`src/hdl/okvt_pkg.sv`:
```
// Shared request/status codes and controller-datapath interface types.
`default_nettype none
package okvt_pkg;

    localparam logic [1:0] REQ_INSERT = 2'd0;
    localparam logic [1:0] REQ_REMOVE = 2'd1;
    localparam logic [1:0] REQ_UPDATE = 2'd2;
    localparam logic [1:0] REQ_SEARCH = 2'd3;

    localparam logic [1:0] STS_OK        = 2'd0;
    localparam logic [1:0] STS_NOT_FOUND = 2'd1;
    localparam logic [1:0] STS_DUPLICATE = 2'd2;
    localparam logic [1:0] STS_FULL      = 2'd3;

    localparam int KEY_W   = 64;
    localparam int VALUE_W = 32;
    localparam int POS_W   = 6;
    localparam int CNT_W   = 7;

    typedef struct packed {
        logic       load_req;
        logic       scan_start;
        logic       scan_run;
        logic       shift_start;
        logic       shift_run;
        logic       wr_insert;
        logic       wr_update;
        logic       cnt_dec;
        logic       load_out;
        logic [1:0] status;
    } t_dp_cmd;

    typedef struct packed {
        logic       match;
        logic       busy;
        logic       hit;
        logic       full;
        logic       out_free;
        logic [1:0] req;
    } t_dp_sts;

endpackage
`default_nettype wire

```
`src/hdl/okvt_ram.sv`:
```
// Generic simple dual-port RAM, one write port, one registered read port.
`default_nettype none
module okvt_ram #(
    parameter int WIDTH = 32,
    parameter int DEPTH = 64
) (
    input  wire                     i_clk,
    input  wire                     i_we,
    input  wire [$clog2(DEPTH)-1:0] i_waddr,
    input  wire [WIDTH-1:0]         i_wdata,
    input  wire [$clog2(DEPTH)-1:0] i_raddr,
    output logic [WIDTH-1:0]        o_rdata
);
    logic [WIDTH-1:0] r_mem [DEPTH];

    always_ff @(posedge i_clk) begin
        if (i_we) begin
            r_mem[i_waddr] <= i_wdata;
        end
        o_rdata <= r_mem[i_raddr];
    end
endmodule
`default_nettype wire

```
`src/hdl/okvt_dp.sv`:
```
// Datapath: key/value memories, scan and shift pipeline, count and result register.
`default_nettype none
module okvt_dp #(
    parameter int DEPTH = 64
) (
    input  wire                             i_clk,
    input  wire                             i_rst_n,
    input  wire okvt_pkg::t_dp_cmd          i_cmd,
    output okvt_pkg::t_dp_sts               o_sts,
    input  wire [1:0]                       i_req,
    input  wire [okvt_pkg::KEY_W-1:0]       i_key,
    input  wire [okvt_pkg::VALUE_W-1:0]     i_value,
    input  wire                             i_out_ready,
    output logic                            o_out_valid,
    output logic [1:0]                      o_out_status,
    output logic [okvt_pkg::POS_W-1:0]      o_out_pos,
    output logic [okvt_pkg::CNT_W-1:0]      o_out_cnt
);
    import okvt_pkg::*;

    localparam int AW = (DEPTH > 1) ? $clog2(DEPTH) : 1;
    localparam int CW = $clog2(DEPTH + 1);

    logic [1:0]         r_req;
    logic [KEY_W-1:0]   r_key;
    logic [VALUE_W-1:0] r_val;
    logic [CW-1:0]      r_rd_idx;
    logic               r_cmp_valid;
    logic [AW-1:0]      r_cmp_idx;
    logic               r_hit;
    logic [AW-1:0]      r_pos;
    logic [CW-1:0]      r_count;

    logic [KEY_W-1:0]   key_rdata;
    logic [VALUE_W-1:0] val_rdata;
    logic               issue_ok;
    logic               issue;
    logic               match;
    logic               shift_wr;
    logic               key_we;
    logic               val_we;
    logic [AW-1:0]      waddr;
    logic [KEY_W-1:0]   key_wdata;
    logic [VALUE_W-1:0] val_wdata;

    assign issue_ok  = r_rd_idx < r_count;
    assign issue     = (i_cmd.scan_run || i_cmd.shift_run) && issue_ok;
    assign match     = i_cmd.scan_run && r_cmp_valid && (key_rdata == r_key);
    assign shift_wr  = i_cmd.shift_run && r_cmp_valid;
    assign key_we    = i_cmd.wr_insert || shift_wr;
    assign val_we    = i_cmd.wr_insert || i_cmd.wr_update || shift_wr;
    assign key_wdata = i_cmd.wr_insert ? r_key : key_rdata;
    assign val_wdata = shift_wr ? val_rdata : r_val;

    always_comb begin
        priority if (i_cmd.wr_insert) begin
            waddr = r_count[AW-1:0];
        end else if (i_cmd.wr_update) begin
            waddr = r_pos;
        end else begin
            waddr = r_cmp_idx - AW'(1);
        end
    end

    okvt_ram #(.WIDTH(KEY_W), .DEPTH(DEPTH)) u_key_ram (
        .i_clk   (i_clk),
        .i_we    (key_we),
        .i_waddr (waddr),
        .i_wdata (key_wdata),
        .i_raddr (r_rd_idx[AW-1:0]),
        .o_rdata (key_rdata)
    );

    okvt_ram #(.WIDTH(VALUE_W), .DEPTH(DEPTH)) u_val_ram (
        .i_clk   (i_clk),
        .i_we    (val_we),
        .i_waddr (waddr),
        .i_wdata (val_wdata),
        .i_raddr (r_rd_idx[AW-1:0]),
        .o_rdata (val_rdata)
    );

    // request, scan payload and result register
    always_ff @(posedge i_clk) begin
        if (i_cmd.load_req) begin
            r_req <= i_req;
            r_key <= i_key;
            r_val <= i_value;
        end
        if (i_cmd.scan_start) begin
            r_rd_idx <= '0;
        end else if (i_cmd.shift_start) begin
            r_rd_idx <= CW'(r_pos) + CW'(1);
        end else if (issue) begin
            r_rd_idx <= r_rd_idx + CW'(1);
        end
        if (issue) begin
            r_cmp_idx <= r_rd_idx[AW-1:0];
        end
        if (i_cmd.scan_start) begin
            r_hit <= 1'b0;
        end else if (match) begin
            r_hit <= 1'b1;
        end
        if (match) begin
            r_pos <= r_cmp_idx;
        end else if (i_cmd.wr_insert) begin
            r_pos <= r_count[AW-1:0];
        end
        if (i_cmd.load_out) begin
            o_out_status <= i_cmd.status;
            o_out_pos    <= (i_cmd.status == STS_OK) ? POS_W'(r_pos) : '0;
            o_out_cnt    <= CNT_W'(r_count);
        end
    end

    always_ff @(posedge i_clk) begin
        if (!i_rst_n) begin
            r_cmp_valid <= 1'b0;
            r_count     <= '0;
            o_out_valid <= 1'b0;
        end else begin
            if (i_cmd.scan_start || i_cmd.shift_start) begin
                r_cmp_valid <= 1'b0;
            end else begin
                r_cmp_valid <= issue;
            end
            if (i_cmd.wr_insert) begin
                r_count <= r_count + CW'(1);
            end else if (i_cmd.cnt_dec) begin
                r_count <= r_count - CW'(1);
            end
            if (i_cmd.load_out) begin
                o_out_valid <= 1'b1;
            end else if (i_out_ready) begin
                o_out_valid <= 1'b0;
            end
        end
    end

    assign o_sts.match    = match;
    assign o_sts.busy     = issue_ok || r_cmp_valid;
    assign o_sts.hit      = r_hit;
    assign o_sts.full     = (r_count == CW'(DEPTH));
    assign o_sts.out_free = !o_out_valid || i_out_ready;
    assign o_sts.req      = r_req;
endmodule
`default_nettype wire

```
`src/hdl/okvt_ctrl.sv`:
```
// Controller: sequences scan, table update, remove compaction and result hand-off.
`default_nettype none
module okvt_ctrl (
    input  wire                    i_clk,
    input  wire                    i_rst_n,
    input  wire                    i_in_valid,
    output logic                   o_in_ready,
    input  wire okvt_pkg::t_dp_sts i_sts,
    output okvt_pkg::t_dp_cmd      o_cmd
);
    import okvt_pkg::*;

    localparam logic [2:0] S_IDLE  = 3'd0;
    localparam logic [2:0] S_SCAN  = 3'd1;
    localparam logic [2:0] S_ACT   = 3'd2;
    localparam logic [2:0] S_SHIFT = 3'd3;
    localparam logic [2:0] S_DONE  = 3'd4;

    logic [2:0] r_state;
    logic [2:0] n_state;
    logic [1:0] r_status;
    logic [1:0] n_status;

    assign o_in_ready = (r_state == S_IDLE);

    always_comb begin
        n_state  = r_state;
        n_status = r_status;
        o_cmd    = '0;
        o_cmd.status = r_status;
        unique case (r_state)
            S_IDLE: begin
                if (i_in_valid) begin
                    o_cmd.load_req   = 1'b1;
                    o_cmd.scan_start = 1'b1;
                    n_state          = S_SCAN;
                end
            end
            S_SCAN: begin
                o_cmd.scan_run = 1'b1;
                if (i_sts.match || !i_sts.busy) begin
                    n_state = S_ACT;
                end
            end
            S_ACT: begin
                n_state = S_DONE;
                unique case (i_sts.req)
                    REQ_INSERT: begin
                        priority if (i_sts.hit) begin
                            n_status = STS_DUPLICATE;
                        end else if (i_sts.full) begin
                            n_status = STS_FULL;
                        end else begin
                            n_status        = STS_OK;
                            o_cmd.wr_insert = 1'b1;
                        end
                    end
                    REQ_REMOVE: begin
                        if (i_sts.hit) begin
                            n_status          = STS_OK;
                            o_cmd.shift_start = 1'b1;
                            n_state           = S_SHIFT;
                        end else begin
                            n_status = STS_NOT_FOUND;
                        end
                    end
                    REQ_UPDATE: begin
                        if (i_sts.hit) begin
                            n_status        = STS_OK;
                            o_cmd.wr_update = 1'b1;
                        end else begin
                            n_status = STS_NOT_FOUND;
                        end
                    end
                    REQ_SEARCH: begin
                        n_status = i_sts.hit ? STS_OK : STS_NOT_FOUND;
                    end
                endcase
            end
            S_SHIFT: begin
                o_cmd.shift_run = 1'b1;
                if (!i_sts.busy) begin
                    o_cmd.cnt_dec = 1'b1;
                    n_state       = S_DONE;
                end
            end
            S_DONE: begin
                if (i_sts.out_free) begin
                    o_cmd.load_out = 1'b1;
                    n_state        = S_IDLE;
                end
            end
            default: begin
                n_state = S_IDLE;
            end
        endcase
    end

    always_ff @(posedge i_clk) begin
        if (!i_rst_n) begin
            r_state  <= S_IDLE;
            r_status <= STS_OK;
        end else begin
            r_state  <= n_state;
            r_status <= n_status;
        end
    end
endmodule
`default_nettype wire

```
`src/hdl/ordered_key_value_table_unit.sv`:
```
// Top level of the ordered key/value table.
// Holds up to DEPTH entries (64-bit key, signed 32-bit value) in insertion order.
// One request word in, one result word out. A request first scans the key memory,
// one entry per cycle through its single read port, stopping at the first match.
// A remove that hits then compacts the entries above the hit, one per cycle.
// After the result is loaded the controller returns to idle before it takes the
// next request. The next request word is taken while the previous result still
// waits on the output.
`default_nettype none
module ordered_key_value_table_unit #(
    parameter int DEPTH = 64
) (
    input  wire         i_clk,
    input  wire         i_rst_n,
    input  wire         s_tvalid,
    output logic        s_tready,
    input  wire [95:0]  s_tdata,   // key[63:0], new_value[95:64]
    input  wire [1:0]   s_tuser,   // req_type[1:0]
    output logic        m_tvalid,
    input  wire         m_tready,
    output logic [15:0] m_tdata,   // position[5:0], entry_count[12:6], zero[15:13]
    output logic [1:0]  m_tuser    // status[1:0]
);
    import okvt_pkg::*;

    t_dp_cmd          cmd;
    t_dp_sts          sts;
    logic [POS_W-1:0] out_pos;
    logic [CNT_W-1:0] out_cnt;

    okvt_ctrl u_ctrl (
        .i_clk      (i_clk),
        .i_rst_n    (i_rst_n),
        .i_in_valid (s_tvalid),
        .o_in_ready (s_tready),
        .i_sts      (sts),
        .o_cmd      (cmd)
    );

    okvt_dp #(.DEPTH(DEPTH)) u_dp (
        .i_clk        (i_clk),
        .i_rst_n      (i_rst_n),
        .i_cmd        (cmd),
        .o_sts        (sts),
        .i_req        (s_tuser),
        .i_key        (s_tdata[KEY_W-1:0]),
        .i_value      (s_tdata[KEY_W+VALUE_W-1:KEY_W]),
        .i_out_ready  (m_tready),
        .o_out_valid  (m_tvalid),
        .o_out_status (m_tuser),
        .o_out_pos    (out_pos),
        .o_out_cnt    (out_cnt)
    );

    assign m_tdata = {3'b000, out_cnt, out_pos};
endmodule
`default_nettype wire
```
`config.mk`:
```
export PLATFORM = sky130hd
export DESIGN_NAME = ordered_key_value_table_unit
export DESIGN_NICKNAME = d
export VERILOG_FILES = /design/src/hdl/okvt_pkg.sv /design/src/hdl/okvt_ram.sv /design/src/hdl/okvt_dp.sv /design/src/hdl/okvt_ctrl.sv /design/src/hdl/ordered_key_value_table_unit.sv
export SDC_FILE = /design/constraint.sdc
export NUM_CORES = 2
export LEC_CHECK = 0
export BUFFER_PORTS_ARGS = -buffer_cell sky130_fd_sc_hd__buf_4
export CORE_MARGIN = 1.5
export CORE_UTILIZATION = 45
export CTS_CLUSTER_SIZE = 28
export DETAILED_ROUTE_END_ITERATION = 7
export GPL_TIMING_DRIVEN = 0
export MAX_ROUTING_LAYER = met4
export PLACE_DENSITY_LB_ADDON = 0.1
export SETUP_SLACK_MARGIN = 0.4
export SYNTH_ARGS = -nofsm -noshare
export SYNTH_HDL_FRONTEND = slang
export SYNTH_SLANG_ARGS = --single-unit
```
`constraint.sdc`:
```
create_clock -name i_clk -period 5.5 [get_ports i_clk]
set_input_delay 1.1 -clock i_clk [delete_from_list [all_inputs] [get_ports i_clk]]
set_output_delay 1.1 -clock i_clk [all_outputs]
set_load 0.05 [all_outputs]
```
; Word level (Yosys, flattened, before mapping)
; Memory sizes are Yosys's and may differ from the RTL's. A register that Yosys moved wholly into a read port is not among the register bits.
; Index checks and enable logic that the tools add are counted.
[word_totals]
elab_cells = 97
mem_bits_rw = 4096
ff_bits = 115
memories = 1
[classes]
mux = 40
eq_ne = 13
magnitude_cmp = 1
n_addsub = 5
n_bitwise = 1
n_reduce_logical = 22
[memory_table]
columns = name, depth, word_bits, read_ports, rd_clocked_by_memory_dff, write_ports, line_no
row1 = u_dp.u_key_ram.r_mem, 64, 64, 1, 1, 1, okvt_ram.sv:14  ; logic [WIDTH-1:0] r_mem [DEPTH];
[op_table]
columns = op, count
row1 = $eq A64 B64 Y1, 1
row2 = $mux W64, 1
row3 = $mux W7, 4
row4 = $mux W6, 4
row5 = $mux W1, 18
row6 = $mux W3, 6
row7 = $pmux W3 S5, 1
row8 = $add A7 B1 Y7 const B, 2
row9 = $mux W2, 5
row10 = $reduce_bool A2 Y1, 4
row11 = $add A6 B1 Y7 const B, 1
row12 = $eq A7 B7 Y1 const B, 1
row13 = $lt A7 B7 Y1, 1
row14 = $sub A7 B1 Y7 const B, 1
row15 = $eq A3 B2 Y1 const B, 2
row16 = $logic_or A1 B1 Y1, 6
row17 = $ne A2 B2 Y1 const B, 3
row18 = $sub A6 B1 Y6 const B, 1
row19 = $eq A2 B2 Y1 const B, 2
row20 = $logic_and A1 B1 Y1, 4
row21 = $logic_not A2 Y1, 2
row22 = $pmux W2 S2, 1
row23 = $reduce_and A4 Y1, 1
row24 = $eq A3 B1 Y1 const B, 1
row25 = 8 further kinds, 9

; Logic depth before layout (Yosys ltp)
[depth]
depth_word = 8
depth_mapped = 13

; Cells and area by module
; A second synthesis with hierarchy kept.
[unflattened]
hier_cells = 7147
hier_area_um2 = 162732.3
[by_module_without_submodules]
columns = mod, area_per_inst_um2, seq_area_each_um2, cells_each, instances
row1 = okvt_ram, 156348.7, 124279.2, 6598, 1
row2 = okvt_dp, 5988.2, 3133.0, 498, 1
row3 = okvt_ctrl, 369.1, 100.1, 47, 1
row4 = ordered_key_value_table_unit, 26.3, 0.0, 4, 1

; Worst setup path after synthesis
; OpenSTA, ideal clock, no wires.
[synth_path]
path_kind = reg-to-reg
from = register u_ctrl.r_state[1]
to = memory u_dp.u_key_ram.r_mem[27][0] in the netlist's numbering (enable)
setup_slack_ns = 0.391
setup_time_ns = 0.487
n_path_buf = 2
arrival_time_ns = 4.622
path_stages_with_launch = 8
t_required_ns = 5.013
path_cell_list = dfxtp_1 buf_2 nor3b_4 nand4b_2 mux2i_1 a32oi_1 buf_2 nor2_1
[synth_between]
elab_chain_cells = 6
elab_cells_between_ends = 10
classes_between = 2 x eq/ne / 6 x mux / 2 x reduce/logical
[synth_rtl]
columns = element, line_no
row1 = "start, declared", okvt_ctrl.sv:19  ; logic [2:0] r_state;
row2 = "start signal, assigned", okvt_ctrl.sv:104  ; r_state <= n_state;
row3 = $eq A3 B2 Y1, okvt_ctrl.sv:31  ; unique case (r_state)
row4 = $mux W1, okvt_ctrl.sv:31
row5 = $logic_and A1 B1 Y1, okvt_dp.sv:49  ; assign shift_wr = i_cmd.shift_run && r_cmp_valid;
row6 = $logic_or A1 B1 Y1, okvt_dp.sv:50  ; assign key_we = i_cmd.wr_insert || shift_wr;
row7 = $mux W1, okvt_ram.sv:17  ; if (i_we) begin
row8 = $mux W1 (implied by the code), okvt_ram.sv:18  ; r_mem[i_waddr] <= i_wdata;
row9 = "end, declared", okvt_ram.sv:14
; Parallel ways exist; a longest one is shown, timed or not.

==> metrics.md <==
| Metric | Value |
|---|---|
| Status | `finished, final reports clean` |
| Final hold violation count | `0` |
| Clock Path Buffers | `4` |
| Area leader, netlist | `edfxtp_1` |
| Max Slew Vio Count | `0` |
| Synth warn | `0` |
| Global placer's final weighted congestion | `0.841` |
| Synth area leaders | `edfxtp_1 (77%), mux4_2 (18%), dfxtp_1 (1.1%), nand2_1 (0.64%), a22oi_1 (0.59%)` |
| Gate Count Post-Synth | `6743` |
| Die height | `604 um` |
| Commonest non-fill, non-tap cell in the layout | `edfxtp_1` |
| Clock latency on the worst-skew pair | `0.98 ns` |
| CP Buf/Inv Count | `3` |
| # rows | `220` |
| WP depth | `7` |
| Skew final | `0.0532 ns` |
| CP Class | `reg2reg` |
| Share of power burned in registers | `47.6%` |
| Die area | `0.365 mm^2` |
| Min Clock Period, post-route | `4.94 ns` |
| VDD IR-drop max | `approximately 0.30 mV` |
| Area Growth Syn to Fin | `16.7%` |
| Fin nets | `between 7000 and 8000` |
| HP Class | `in2reg` |
| Hold path cells | `1` |
| Hold slack | `a little under 0.3 ns` |
| Worst path slowest cell | `buf_2` |
| Critical Path, Cell by Cell | `buf_2, buf_2, clkdlybuf4s15_1, mux4_2, mux4_2, a22oi_1, nand2_1` |
| Final ANT Viol Nets | `0` |
| Dpl cell area | `0.175 mm^2` |
| Pwr/cell area | `431 mW/mm^2` |
| CP top delay family | `buffers and inverters` |
| Share of post-route cells with drive strength above 1 | `31.7%` |
| Final instance area | `0.190 mm^2` |
| CTS clk-pin slew, worst paths | `0.06 ns` |
| Worst Setup End Kind | `register` |
| Setup TNS | `0 ns` |
| Most frequent cells in the layout | `edfxtp_1 (4189), mux4_2 (1280), clkbuf_16 (451)` |
| Clock sink count | `4275` |
| Switching Fraction | `25.8%` |
| FF+latch count, synth | `between 4000 and 5000` |
| Core Area | `about 0.36 mm^2` |
| Largest net degree at the start of global routing | `65` |
| Detailed Route WL | `463000 um` |
| EDFF count, synth | `4189` |
| Initial antenna violation count | `29` |
| GRT overflow | `0` |
| Lkg Pwr | `roughly 57 nW` |
| Total number of vias | `roughly 77000` |
| CTS resizes | `0` |
| Final setup vio count | `0` |
| Hold buffers post-CTS | `0` |
| RSZ-0062 raised after global routing | `no` |
| Post-synthesis sequential area ratio | `between 70% and 80%` |
| Worst EP arrival | `5.69 ns` |
| Setup crit start kind | `register` |
| Cell internal pwr | `around 61 mW` |
| Initial Util | `45.3%` |
| H-tree levels | `5` |
| Pre-CTS WS | `0.477 ns` |
| Final core occ | `52.8%` |
| Mapped Area | `0.163 mm^2` |
| Global-route usage over all layers | `26.2%` |
| Final setup margin | `0.555 ns` |
| Top Ports | `roughly 120` |
| Worst R2R Path Depth | `7` |
| Die W | `604 um` |
| Maxcap violations | `0` |
| CTS tree | `built` |
| DRC Markers | `0` |
| Max incr delay on CP | `0.96 ns` |
| Syn_area_per_cell | `24.1 um^2` |
| Reg2reg setup slack | `0.56 ns` |
| DR iter-0 viols | `9421` |
| Root Driver | `clkbuf_16` |
| Part of the power in combinational logic | `16.5%` |
| Detail Placement HPWL | `321000 um` |
| Relative slew slack | `6.36%` |
| Vias in the first global route | `~79000` |
| Crit-path max FO | `13` |
| Post-CTS setup buffers | `0` |
| I/O Buffers | `86` |
| Clock Power Share | `between 30% and 40%` |
| Switch Pwr | `21.1 mW` |
| DR pass1 iterations | `8` |
| Period utilization | `between 80% and 90%` |
| Synth unique cells | `63` |
| Post-synth top flop | `edfxtp_1` |
| Critical Path RT | `between 6 and 7 ns` |
| Global-route wire length before repair | `636000 um` |
| Via/cell ratio | `6.05` |
| FMAX | `202 MHz` |
| WL per Instance | `between 30 and 40 um` |
| Yosys top cell area share | `77.4%` |
| Slew @ Worst Pin | `1.40 ns` |
| Ys async rst share | `0%` |
| Number of buffers created by CTS | `around 450` |
[power by group through the flow]
stage	sequential, mW	clock (mW)	combinational (mW)
after floorplan	39.5	0	8.37
after detailed placement	39.6	0	13.7
after global routing	38.9	31.1	14.4
final	38.9	29.4	13.5
after CTS	38.9	29.9	13.7
after global placement	40.0	0	12.7
[area by class of cell]
cell class / instances / area [um^2]
Fill cell: 27600 / 170000
Multi-Input combinational cell: 2100 / 34300
Sequential cell: 4275 / 128000
Clock inverter: 268 / 2410
Timing Repair Buffer: 355 / 6160
Clock buffer: 551 / 11700
Inverter: 23 / 88.8
Tap cell: 4773 / 5970
Antenna cell: 32 / 80.1
Buffer: 347 / 1440
[state kept, by name (all words and copies together), names as in the netlist, 3 cells and up]
signal and count:
u_dp.u_key_ram.r_mem 4096, u_dp.r_key 64, u_dp.u_key_ram.o_rdata 64, u_dp.o_out_cnt 7, u_dp.r_count 7, u_dp.r_rd_idx 7
u_dp.o_out_pos 6, u_dp.r_cmp_idx 6, u_dp.r_pos 6, u_ctrl.r_state 3
[cells in the mapped netlist, drive strengths merged, types with 3 or more instances]
cell type / number
edfxtp: 4189
mux4: 1280
nand2: 277
clkbuf: 224
a22oi: 129
buf: 123
nor2: 93
dfxtp: 86
xnor2: 63
nand4: 28
inv: 22
a21oi: 20
nand3: 20
o21ai: 18
a32oi: 16
nor3: 16
nand2b: 15
ha: 13
nor2b: 10
xor2: 9
o31ai: 8
nor4: 7
a21o: 6
and3: 6
mux2i: 6
o21a: 6
nor3b: 5
and2: 4
mux2: 4
or3b: 4
o211ai: 3
or3: 3
[cell families after synthesis]
family          Yosys count  synth area share, %
fa+ha+maj                14                0.112
simple gates            499                 1.37
mux                    1290                 17.8
buf+inv                 370                0.908
compound gates          222                0.995
xor+xnor                 72                0.388
flops                  4275                 78.4
other cells               1              0.00231
[path summary, 6_finish.rpt]
kind	start	end
setup / recovery	u_dp.r_rd_idx[0]	u_dp.u_key_ram.o_rdata[41]
hold / removal	s_tuser[1]	u_dp.r_req[1]
setup reg to reg	u_dp.r_rd_idx[0]	u_dp.u_key_ram.o_rdata[41]
hold reg to reg	u_dp.r_rd_idx[0]	u_dp.r_cmp_idx[0]
[metal layers]
layer	GRT usage (%)	wire (um)	up-vias	part of all wire, %
met5	-	0	-	0
li1	-	-	30800	-
met4	8.59	16400	0	3.5
met3	4.17	33400	684	7.2
met1	33.8	180000	42400	39
met2	42.7	233000	3190	50
[through the flow]
stage	total power [mW]	std cells
final	81.8	12700
after global routing	84.4	12700
after CTS	82.6	12700
after detailed placement	53.3	11900
after global placement	52.7	11600
after floorplan	47.9	6745
(Power assumes the default switching activity.)
